**src/hdl/lcd_nibble_queue_driver_defines.svh**
```systemverilog
// ---------------------------------------------------------------------------
// LCD nibble queue driver: assertion macros
// Shared concurrent-assertion forms, clocked on clock and disabled in reset.
// ---------------------------------------------------------------------------
`ifndef LCD_NIBBLE_QUEUE_DRIVER_DEFINES_SVH
`define LCD_NIBBLE_QUEUE_DRIVER_DEFINES_SVH

// The consequent must hold in the same cycle as the antecedent.
`define LNQ_ASSERT_SAME(label, ante, cons) \
   label: assert property (@(posedge clock) disable iff (reset) (ante) |-> (cons)) \
      else $error("lnq check failed");

// The consequent must hold in the cycle after the antecedent.
`define LNQ_ASSERT_NEXT(label, ante, cons) \
   label: assert property (@(posedge clock) disable iff (reset) (ante) |=> (cons)) \
      else $error("lnq check failed");

`endif

```
**src/hdl/lnq_pkg.sv**
```systemverilog
// ---------------------------------------------------------------------------
// LCD nibble queue driver package
// Types, result codes and the microcode table of the step sequencer.
// ---------------------------------------------------------------------------
`default_nettype none

package lnq_pkg;

   localparam int LNQ_QUEUE_DEPTH = 64;

   // Result kinds on the response channel.
   localparam logic [1:0] RK_ACK   = 2'd0;
   localparam logic [1:0] RK_WRITE = 2'd1;
   localparam logic [1:0] RK_IDLE  = 2'd2;

   // Input kinds on the request channel.
   localparam logic KIND_PUSH = 1'b0;
   localparam logic KIND_TICK = 1'b1;

   // Steps that fall through with J_NEXT must keep consecutive values.
   typedef enum logic [3:0] {
      S_IDLE    = 4'd0,
      S_PUSH    = 4'd1,
      S_EMPTY   = 4'd2,
      S_HEAD    = 4'd3,
      S_POP     = 4'd4,
      S_HI_E    = 4'd5,
      S_HI_L    = 4'd6,
      S_LO_E    = 4'd7,
      S_LO_L    = 4'd8,
      S_ESC     = 4'd9,
      S_SKIP    = 4'd10,
      S_WAIT    = 4'd11,
      S_RELATCH = 4'd12,
      S_LONE    = 4'd13
   } step_type;

   typedef enum logic [2:0] {
      J_NEXT,
      J_GOTO,
      J_ZERO,
      J_SHORT,
      J_DISPATCH
   } jump_type;

   typedef enum logic [1:0] {
      EMIT_NONE,
      EMIT_ACK,
      EMIT_WRITE,
      EMIT_IDLE
   } emit_type;

   typedef enum logic [1:0] {
      BUSY_KEEP,
      BUSY_SET,
      BUSY_CLR
   } busy_op_type;

   typedef struct packed {
      step_type    target;
      jump_type    jump;
      emit_type    emit;
      logic        wait_req;
      logic        enable;
      logic        nib_hi;
      logic        last;
      logic        do_push;
      busy_op_type busy_op;
      logic        latch;
      logic        rs_set;
      logic        rs_clr;
      logic        pop;
   } ucode_type;

   // Queue conditions that steer conditional jumps.
   typedef struct packed {
      logic empty;
      logic short_q;
      logic head_zero;
   } status_type;

   // One result item as built by the datapath.
   typedef struct packed {
      logic [1:0] result_kind;
      logic       reg_select;
      logic       enable_line;
      logic [3:0] nibble_out;
      logic       push_accepted;
      logic       busy_flag;
      logic       last;
   } result_type;

   function automatic ucode_type ucode_rom(input step_type step);
      ucode_type w;
      w = '0;
      w.target  = S_IDLE;
      w.jump    = J_NEXT;
      w.emit    = EMIT_NONE;
      w.busy_op = BUSY_KEEP;
      unique case (step)
         S_IDLE: begin
            w.wait_req = 1'b1;
            w.jump     = J_DISPATCH;
         end
         S_PUSH: begin
            w.emit    = EMIT_ACK;
            w.do_push = 1'b1;
            w.busy_op = BUSY_SET;
            w.last    = 1'b1;
            w.jump    = J_GOTO;
         end
         S_EMPTY: begin
            w.emit    = EMIT_IDLE;
            w.busy_op = BUSY_CLR;
            w.last    = 1'b1;
            w.jump    = J_GOTO;
         end
         S_HEAD: begin
            w.latch  = 1'b1;
            w.rs_set = 1'b1;
            w.jump   = J_ZERO;
            w.target = S_ESC;
         end
         S_POP: begin
            w.pop = 1'b1;
         end
         S_HI_E: begin
            w.emit   = EMIT_WRITE;
            w.enable = 1'b1;
            w.nib_hi = 1'b1;
         end
         S_HI_L: begin
            w.emit   = EMIT_WRITE;
            w.nib_hi = 1'b1;
         end
         S_LO_E: begin
            w.emit   = EMIT_WRITE;
            w.enable = 1'b1;
         end
         S_LO_L: begin
            w.emit = EMIT_WRITE;
            w.last = 1'b1;
            w.jump = J_GOTO;
         end
         S_ESC: begin
            w.jump   = J_SHORT;
            w.target = S_LONE;
         end
         S_LONE: begin
            w.emit = EMIT_IDLE;
            w.last = 1'b1;
            w.jump = J_GOTO;
         end
         S_SKIP: begin
            w.pop    = 1'b1;
            w.rs_clr = 1'b1;
         end
         S_WAIT: begin
            w.jump = J_NEXT;
         end
         S_RELATCH: begin
            w.latch  = 1'b1;
            w.jump   = J_GOTO;
            w.target = S_POP;
         end
         default: begin
            w.jump = J_GOTO;
         end
      endcase
      return w;
   endfunction

endpackage

`default_nettype wire

```
**src/hdl/lnq_sequencer.sv**
```systemverilog
// ---------------------------------------------------------------------------
// LCD nibble queue driver: step sequencer
// Step counter over the microcode table, with conditional jumps.
// ---------------------------------------------------------------------------
`default_nettype none

module lnq_sequencer (
   input  wire logic                clock,
   input  wire logic                reset,
   input  wire logic                req_valid,
   input  wire logic                req_kind,
   input  wire logic                out_free,
   input  wire lnq_pkg::status_type status,
   output lnq_pkg::ucode_type       word,
   output logic                     fire
);

   lnq_pkg::step_type pc_ff;
   lnq_pkg::step_type pc_in;

   assign word = lnq_pkg::ucode_rom(pc_ff);

   // A step fires once its wait condition is met; until then nothing moves.
   always_comb begin
      if (word.wait_req) begin
         fire = req_valid;
      end else if (word.emit != lnq_pkg::EMIT_NONE) begin
         fire = out_free;
      end else begin
         fire = 1'b1;
      end
   end

   always_comb begin
      pc_in = pc_ff;
      if (fire) begin
         unique case (word.jump)
            lnq_pkg::J_NEXT:  pc_in = lnq_pkg::step_type'(pc_ff + 4'd1);
            lnq_pkg::J_GOTO:  pc_in = word.target;
            lnq_pkg::J_ZERO:  pc_in = status.head_zero ? word.target
                                      : lnq_pkg::step_type'(pc_ff + 4'd1);
            lnq_pkg::J_SHORT: pc_in = status.short_q ? word.target
                                      : lnq_pkg::step_type'(pc_ff + 4'd1);
            lnq_pkg::J_DISPATCH: begin
               if (req_kind == lnq_pkg::KIND_PUSH) begin
                  pc_in = lnq_pkg::S_PUSH;
               end else if (status.empty) begin
                  pc_in = lnq_pkg::S_EMPTY;
               end else begin
                  pc_in = lnq_pkg::S_HEAD;
               end
            end
            default: pc_in = lnq_pkg::S_IDLE;
         endcase
      end
   end

   always_ff @(posedge clock) begin
      if (reset) begin
         pc_ff <= lnq_pkg::S_IDLE;
      end else begin
         pc_ff <= pc_in;
      end
   end

endmodule

`default_nettype wire

```
**src/hdl/lnq_queue.sv**
```systemverilog
// ---------------------------------------------------------------------------
// LCD nibble queue driver: queue datapath
// Byte ring memory, indices, fill count, busy flag and result assembly.
// ---------------------------------------------------------------------------
`default_nettype none

`include "lcd_nibble_queue_driver_defines.svh"

module lnq_queue #(
   parameter int QUEUE_DEPTH = lnq_pkg::LNQ_QUEUE_DEPTH
) (
   input  wire logic               clock,
   input  wire logic               reset,
   input  wire logic [7:0]         req_byte,
   input  wire lnq_pkg::ucode_type word,
   input  wire logic               fire,
   output lnq_pkg::status_type     status,
   output lnq_pkg::result_type     result
);

   localparam int AW = $clog2(QUEUE_DEPTH);
   localparam logic [AW-1:0] LAST_SLOT = AW'(QUEUE_DEPTH - 1);

   logic [7:0]    mem [QUEUE_DEPTH];
   logic [7:0]    rd_data_ff;
   logic [AW-1:0] wr_ptr_ff, wr_ptr_in;
   logic [AW-1:0] rd_ptr_ff, rd_ptr_in;
   logic [AW-1:0] count_ff, count_in;
   logic [7:0]    in_byte_ff, in_byte_in;
   logic [7:0]    byte_ff, byte_in;
   logic          rs_ff, rs_in;
   logic          busy_ff, busy_in;
   logic          full;
   logic          do_write;
   logic          do_pop;

   assign full     = (count_ff == LAST_SLOT);
   assign do_write = fire && word.do_push && !full;
   assign do_pop   = fire && word.pop;

   assign status.empty     = (count_ff == '0);
   assign status.short_q   = (count_ff < AW'(2));
   assign status.head_zero = (rd_data_ff == 8'h00);

   always_comb begin
      wr_ptr_in  = wr_ptr_ff;
      rd_ptr_in  = rd_ptr_ff;
      count_in   = count_ff;
      in_byte_in = in_byte_ff;
      byte_in    = byte_ff;
      rs_in      = rs_ff;
      busy_in    = busy_ff;
      if (fire && word.wait_req) begin
         in_byte_in = req_byte;
      end
      if (do_write) begin
         wr_ptr_in = (wr_ptr_ff == LAST_SLOT) ? '0 : wr_ptr_ff + AW'(1);
         count_in  = count_ff + AW'(1);
      end
      if (do_pop) begin
         rd_ptr_in = (rd_ptr_ff == LAST_SLOT) ? '0 : rd_ptr_ff + AW'(1);
         count_in  = count_ff - AW'(1);
      end
      if (fire && word.latch) begin
         byte_in = rd_data_ff;
      end
      if (fire && word.rs_set) begin
         rs_in = 1'b1;
      end else if (fire && word.rs_clr) begin
         rs_in = 1'b0;
      end
      if (fire) begin
         unique case (word.busy_op)
            lnq_pkg::BUSY_SET: busy_in = 1'b1;
            lnq_pkg::BUSY_CLR: busy_in = 1'b0;
            default:           busy_in = busy_ff;
         endcase
      end
   end

   // Fields that do not belong to the emitted kind stay at zero.
   always_comb begin
      result           = '0;
      result.busy_flag = busy_in;
      result.last      = word.last;
      unique case (word.emit)
         lnq_pkg::EMIT_ACK: begin
            result.result_kind   = lnq_pkg::RK_ACK;
            result.push_accepted = !full;
         end
         lnq_pkg::EMIT_WRITE: begin
            result.result_kind = lnq_pkg::RK_WRITE;
            result.reg_select  = rs_ff;
            result.enable_line = word.enable;
            result.nibble_out  = word.nib_hi ? byte_ff[7:4] : byte_ff[3:0];
         end
         lnq_pkg::EMIT_IDLE: begin
            result.result_kind = lnq_pkg::RK_IDLE;
         end
         default: begin
            result.result_kind = lnq_pkg::RK_IDLE;
         end
      endcase
   end

   always_ff @(posedge clock) begin
      if (do_write) begin
         mem[wr_ptr_ff] <= in_byte_ff;
      end
      rd_data_ff <= mem[rd_ptr_ff];
   end

   always_ff @(posedge clock) begin
      if (reset) begin
         wr_ptr_ff <= '0;
         rd_ptr_ff <= '0;
         count_ff  <= '0;
         busy_ff   <= 1'b0;
         rs_ff     <= 1'b0;
      end else begin
         wr_ptr_ff <= wr_ptr_in;
         rd_ptr_ff <= rd_ptr_in;
         count_ff  <= count_in;
         busy_ff   <= busy_in;
         rs_ff     <= rs_in;
      end
   end

   always_ff @(posedge clock) begin
      in_byte_ff <= in_byte_in;
      byte_ff    <= byte_in;
   end

   `LNQ_ASSERT_SAME(a_count_bound, 1'b1, count_ff <= LAST_SLOT)
   `LNQ_ASSERT_SAME(a_pop_nonempty, do_pop, count_ff != '0)
   `LNQ_ASSERT_NEXT(a_full_push_holds, fire && word.do_push && full, $stable(wr_ptr_ff))

endmodule

`default_nettype wire

```
**src/hdl/lcd_nibble_queue_driver.sv**
```systemverilog
// ---------------------------------------------------------------------------
// LCD nibble queue driver
// Byte queue feeding a 4-bit character LCD bus, run by a microcoded sequencer.
// ---------------------------------------------------------------------------
//
//   Channel   Direction  Carries
//   req_*     in         push of one byte or a tick that sends the next entry
//   rsp_*     out        push ack, LCD port write or idle report; tlast ends a run
//
// The step sequencer handles one transaction at a time, and the registered
// memory read sets the extra steps of a data entry and an escaped command.
// Reset clears indices, fill count, busy flag and sequencer; the byte store
// needs no clearing. A stalled response holds the sequencer at its step.
//
`default_nettype none

module lcd_nibble_queue_driver #(
   parameter int QUEUE_DEPTH = lnq_pkg::LNQ_QUEUE_DEPTH
) (
   input  wire logic       clock,
   input  wire logic       reset,
   input  wire logic       req_tvalid,
   output logic            req_tready,
   input  wire logic [7:0] req_tdata,   // [7:0] byte_value
   input  wire logic       req_tuser,   // [0] kind
   output logic            rsp_tvalid,
   input  wire logic       rsp_tready,
   output logic [7:0]      rsp_tdata,   // [0] reg_select, [1] enable_line,
                                        // [5:2] nibble_out, [6] push_accepted,
                                        // [7] busy_flag
   output logic [1:0]      rsp_tuser,   // [1:0] result_kind
   output logic            rsp_tlast
);

   lnq_pkg::ucode_type  word;
   lnq_pkg::status_type status;
   lnq_pkg::result_type result;
   logic                fire;
   logic                out_free;
   logic                load;

   logic       rsp_valid_ff, rsp_valid_in;
   logic [7:0] rsp_data_ff, rsp_data_in;
   logic [1:0] rsp_user_ff, rsp_user_in;
   logic       rsp_last_ff, rsp_last_in;

   lnq_sequencer u_seq (
      .clock     (clock),
      .reset     (reset),
      .req_valid (req_tvalid),
      .req_kind  (req_tuser),
      .out_free  (out_free),
      .status    (status),
      .word      (word),
      .fire      (fire)
   );

   lnq_queue #(
      .QUEUE_DEPTH (QUEUE_DEPTH)
   ) u_queue (
      .clock    (clock),
      .reset    (reset),
      .req_byte (req_tdata),
      .word     (word),
      .fire     (fire),
      .status   (status),
      .result   (result)
   );

   assign req_tready = word.wait_req;
   assign out_free   = !rsp_valid_ff || rsp_tready;
   assign load       = fire && (word.emit != lnq_pkg::EMIT_NONE);

   always_comb begin
      rsp_valid_in = rsp_valid_ff;
      rsp_data_in  = rsp_data_ff;
      rsp_user_in  = rsp_user_ff;
      rsp_last_in  = rsp_last_ff;
      if (load) begin
         rsp_valid_in = 1'b1;
         rsp_data_in  = {result.busy_flag, result.push_accepted, result.nibble_out,
                         result.enable_line, result.reg_select};
         rsp_user_in  = result.result_kind;
         rsp_last_in  = result.last;
      end else if (rsp_tready) begin
         rsp_valid_in = 1'b0;
      end
   end

   always_ff @(posedge clock) begin
      if (reset) begin
         rsp_valid_ff <= 1'b0;
      end else begin
         rsp_valid_ff <= rsp_valid_in;
      end
   end

   always_ff @(posedge clock) begin
      rsp_data_ff <= rsp_data_in;
      rsp_user_ff <= rsp_user_in;
      rsp_last_ff <= rsp_last_in;
   end

   assign rsp_tvalid = rsp_valid_ff;
   assign rsp_tdata  = rsp_data_ff;
   assign rsp_tuser  = rsp_user_ff;
   assign rsp_tlast  = rsp_last_ff;

endmodule

`default_nettype wire
```
**config.mk**
```make
export PLATFORM = sky130hd
export DESIGN_NAME = lcd_nibble_queue_driver
export DESIGN_NICKNAME = d
export VERILOG_FILES = /design/src/hdl/lnq_pkg.sv /design/src/hdl/lnq_sequencer.sv /design/src/hdl/lnq_queue.sv /design/src/hdl/lcd_nibble_queue_driver.sv
export VERILOG_INCLUDE_DIRS = /design/src /design/src/hdl
export SDC_FILE = /design/constraint.sdc
export NUM_CORES = 1
export LEC_CHECK = 0
export BUFFER_PORTS_ARGS = -buffer_cell sky130_fd_sc_hd__buf_4
export CAP_MARGIN = 20
export CORE_MARGIN = 8
export CORE_UTILIZATION = 40
export CTS_CLUSTER_DIAMETER = 80
export DETAILED_ROUTE_END_ITERATION = 10
export GPL_TIMING_DRIVEN = 0
export HOLD_SLACK_MARGIN = 0.02
export MAX_ROUTING_LAYER = met4
export PLACE_DENSITY_LB_ADDON = 0.15
export SLEW_MARGIN = 25
export SYNTH_ARGS = -nofsm -noshare
export SYNTH_HDL_FRONTEND = slang
export SYNTH_SLANG_ARGS = --single-unit
```
**constraint.sdc**
```tcl
create_clock -name clock -period 4.7 [get_ports clock]
set_input_delay 0.94 -clock clock [delete_from_list [all_inputs] [get_ports clock]]
set_output_delay 0.94 -clock clock [all_outputs]
set_load 0.01 [all_outputs]
```
==> impl_metrics.py <==
metrics = {
    "run_status": {
        "status": "finished clean",
    },
    "floorplanning": {
        "die_area_mm2": 0.0649,
        "die_w_um": 255,
        "io_pins": 26,
        "initial_utilization_pct": 40.4,
        "core_mm2": 0.0564,
        "rows": 87,
        "die_h_um": 255,
    },
    "worst_setup_path": {
        "cp-startpoint": "u_seq.pc_ff[2]",
        "critPathMostFrequentCell": "buf_2",
        "cp_max_fo": 10,
        "worst_path_max_delay_cell": "nor2_2",
        "cpPeakStageDelay_ns": 0.66,
        "r2r_start": "u_seq.pc_ff[2]",
        "reg2regPathDepth": 11,
        "path_buf_inv": 3,
        "end_kind": "register",
        "path_depth": 11,
        "arrival_ns": 4.75,
        "critical_path_class": "reg2reg",
        "startpoint_type": "register",
        "path_cells": "buf_2, buf_1, nor3_1, a31oi_1, ha_1, or3b_2, mux2i_1, nor2_1, buf_2, nand3_2, nor2_2",
        "crit_required_ns": 4.97,
        "critical-path-top-delay-family": "simple AND/OR/NAND/NOR gates",
    },
    "timing": {
        "hold_viol": 0,
        "rsz0062_at_grt": "false",
        "slew_viol_final": 0,
        "max_slew.worst_pin.slew_ns": 1.03,
        "max_freq_ghz": 0.223,
        "period_minus_slack_ns": 4.48,
        "setup_viol": 0,
        "timing.clock.skew_ns": 0.0244,
        "setup_slack_ns": 0.219,
        "max_slew_margin_pct": 30.8,
        "fin_crit_sh_pct": 95.3,
    },
    "placed_design": {
        "preCtsSetupSlack_ns": -0.472,
        "dp_hpwl_um": 40200,
        "gp_congestion": 0.849,
        "dpl_cell_area_mm2": 0.0243,
        "io_buffer_count": 24,
    },
    "power": {
        "p_leak_nw": 8.28,
        "combPwrFrac_pct": 4.8,
        "pwr-share-seq_pct": 52.0,
        "internal-power_mw": 8.76,
        "vdd_ir_drop_max_v": 0.000313,
        "power.switching_mw": 2.41,
        "power-per-cell-area_mw_per_mm2": 420,
        "p_sw_share_pct": 21.6,
        "clkPwrFrac_pct": 43.2,
    },
    "grt": {
        "first_global_vias": 11900,
        "grt_pass1_wl_um": 86000,
        "grt_max_degree": 26,
        "grt_use_met3_pct": 3.01,
        "grt_overflow": 0,
        "globalRouteMet1Util_pct": 25.6,
        "met2_usage_pct": 30.0,
        "grt_busiest_layer": "met2",
        "antenna_found_initial": 0,
        "track_usage_pct": 19.3,
    },
    "synth": {
        "syn-instance-count": 1165,
        "synth_compound_area_share_pct": 3.90,
        "yosysSeqAreaShare_pct": 73.9,
        "syn_area_per_cell_um2": 19.6,
        "synth_xor_area_share_pct": 0.499,
        "synth_ff_type": "edfxtp_1",
        "yosysTopAreaCell": "edfxtp_1",
        "ys_ff_latch": 572,
        "synth_fa_ha_area_share_pct": 0.911,
        "synth_top_family_by_area": "multiplexers",
        "ys_types": 69,
        "synth_area_mm2": 0.0228,
        "synth_warnings": 0,
        "synthArstFlopShare_pct": 0,
        "synth_fp_nets": 1194,
        "synth.top_cell.area_share_pct": 71.0,
        "synth-simple-area-share_pct": 4.43,
        "synth_edf_count": 539,
        "synth_mux_area_share_pct": 14.4,
        "synth_area_leaders": "edfxtp_1 (71%), mux4_2 (11%), dfxtp_1 (2.9%), mux2i_1 (2.0%), nor2_1 (1.6%)",
    },
    "layout": {
        "drive_above_1_share_pct": 27.1,
        "layout-area-overhead-vs-synth_pct": 16.7,
        "nets": 1319,
        "fin_area_mm2": 0.0266,
        "layout_common_cells": "edfxtp_1 (539), mux4_2 (108), clkbuf_16 (66)",
        "layout_commonest_cell": "edfxtp_1",
        "nFillCells": 4825,
    },
    "clocking": {
        "cts.clk_slew.worst_paths_ns": 0.06,
        "hold_buffers": 0,
        "htreeDepth": 2,
        "cts_buffers": 60,
        "clk_latency_ns": 0.63,
        "clock-sinks": 572,
        "cts_tree": "built",
        "root_buffer": "clkbuf_16",
        "clockBufferDepth": 3,
    },
    "detailed_routing": {
        "antenna_left": 0,
        "remaining_drc_errors": 0,
        "dr.pass1.iters": 5,
        "initialDrtViolationCount": 1280,
        "num_vias": 11700,
        "via_per_inst": 5.60,
        "drt-total-wl_um": 60200,
        "wire_per_inst_um": 28.7,
    },
    "worst_hold_path": {
        "hold_depth": 0,
        "hold_class": "reg2reg",
        "min_from": "u_queue.rd_data_ff[4]",
    },
    "job": {
        "max-cap-violations": 0,
    },
}
[synth_stat cells (3+ instances only)]
cell and count:
a22oi_1 9, and4_1 3, and2_1 7, mux4_1 13
edfxtp_1 539, buf_2 14, or3b_2 3, o21ai_0 12
or3_1 6, o211ai_1 3, buf_4 13, a31oi_1 5
nand4_1 5, a22o_1 10, a21oi_1 23, nor2_1 96
nand4b_1 4, nand3b_1 7, dfxtp_1 33, a211oi_1 17
mux2_2 5, buf_1 8, xor2_1 4, o22ai_1 6
xnor2_1 9, buf_6 9, mux4_2 108, or2_2 3
and3_1 4, inv_1 9, nand2_1 17, o221ai_1 15
nand2b_1 4, nor2b_1 12, clkbuf_1 17, nand3_1 8
nor3_1 5, mux2i_1 45, ha_1 15
[routing by layer]
metal,share of wire [%],vias up
met3,5.3,124
met1,44,6230
li1,-,5053
met2,48,341
met4,3.6,0
met5,0,-
[worst register-to-register path, stage by stage (launching register included)]
cell and delay, ns:
dfxtp_1 0.48, buf_2 0.28, buf_1 0.36, nor3_1 0.09
a31oi_1 0.41, ha_1 0.30, or3b_2 0.18, mux2i_1 0.24
nor2_1 0.34, buf_2 0.29, nand3_2 0.49, nor2_2 0.67
[cell families after synthesis]
| kind of cell | Yosys count |
|---|---|
| DFF | 572 |
| xor gates and xnor gates | 13 |
| adders and majority gates | 16 |
| and+or+nand+nor | 197 |
| AOI/OAI and AO/OA | 121 |
| buffers and inverters | 75 |
| muxes | 171 |
[final timing paths]
check | to | slack, ns
worst max-delay path | u_queue.mem[16][1] | 0.22
worst min-delay path | u_queue.byte_ff[4] | 0.44
worst max register to register | u_queue.mem[16][1] | 0.22
worst min register to register | u_queue.byte_ff[4] | 0.44
[layout make-up]
type	instances	area, um2	share of cell area [%]
sequential	572	16800	63.3
tap	756	946	3.56
clock buffer	74	1690	6.36
clock inverter	39	325	1.22
buffer	66	419	1.58
antenna	1	2.50	0.00941
timing repair buffer	63	686	2.58
multi-input combinational	518	5650	21.2
inverter	9	33.8	0.127
[repair_timing]
item                       in CTS  in global routing
setup endpoints to repair     448                128
gates resized for setup        35                 16
hold endpoints to repair        0                  0
gates cloned                    0                  0
buffers inserted               13                  0
pin swaps                       2                  0
[power by group through the flow]
stage / Sequential, mW / Combinational [mW] / Clock [mW]
2_1_floorplan: 5.97 / 0.173 / 0
3_3_place_gp: 6.07 / 0.305 / 0
3_5_place_dp: 5.91 / 0.539 / 0
4_1_cts: 5.81 / 0.543 / 4.89
5_1_grt: 5.81 / 0.586 / 5.07
6_report: 5.81 / 0.540 / 4.82
[stage by stage]
stage                     util, %  setup TNS (ns)  hold slack (ns)  power [mW]  std cells
after detailed placement     43.1         -131.36            0.421        6.45       1971
after global routing         47.2               0            0.449        11.5       2097
final                        47.2               0            0.436        11.2       2098
after CTS                    47.1          -15.64            0.435        11.2       2097
after global placement       42.4         -107.38            0.417        6.38       1945
after floorplan                 -               0            0.409        6.15       1165
[registers in the layout (all words and copies together) (netlist names)]
register / count
rsp_tuser: 2
u_queue.rd_ptr_ff: 6
rsp_tvalid: 1
rsp_tlast: 1
u_queue.in_byte_ff: 8
u_queue.mem: 512
u_seq.pc_ff: 4
rsp_tdata: 8
u_queue.rs_ff: 1
u_queue.busy_ff: 1
u_queue.rd_data_ff: 8
u_queue.wr_ptr_ff: 6
u_queue.count_ff: 6
u_queue.byte_ff: 8
No activity file was read; power rests on OpenSTA's default activity.
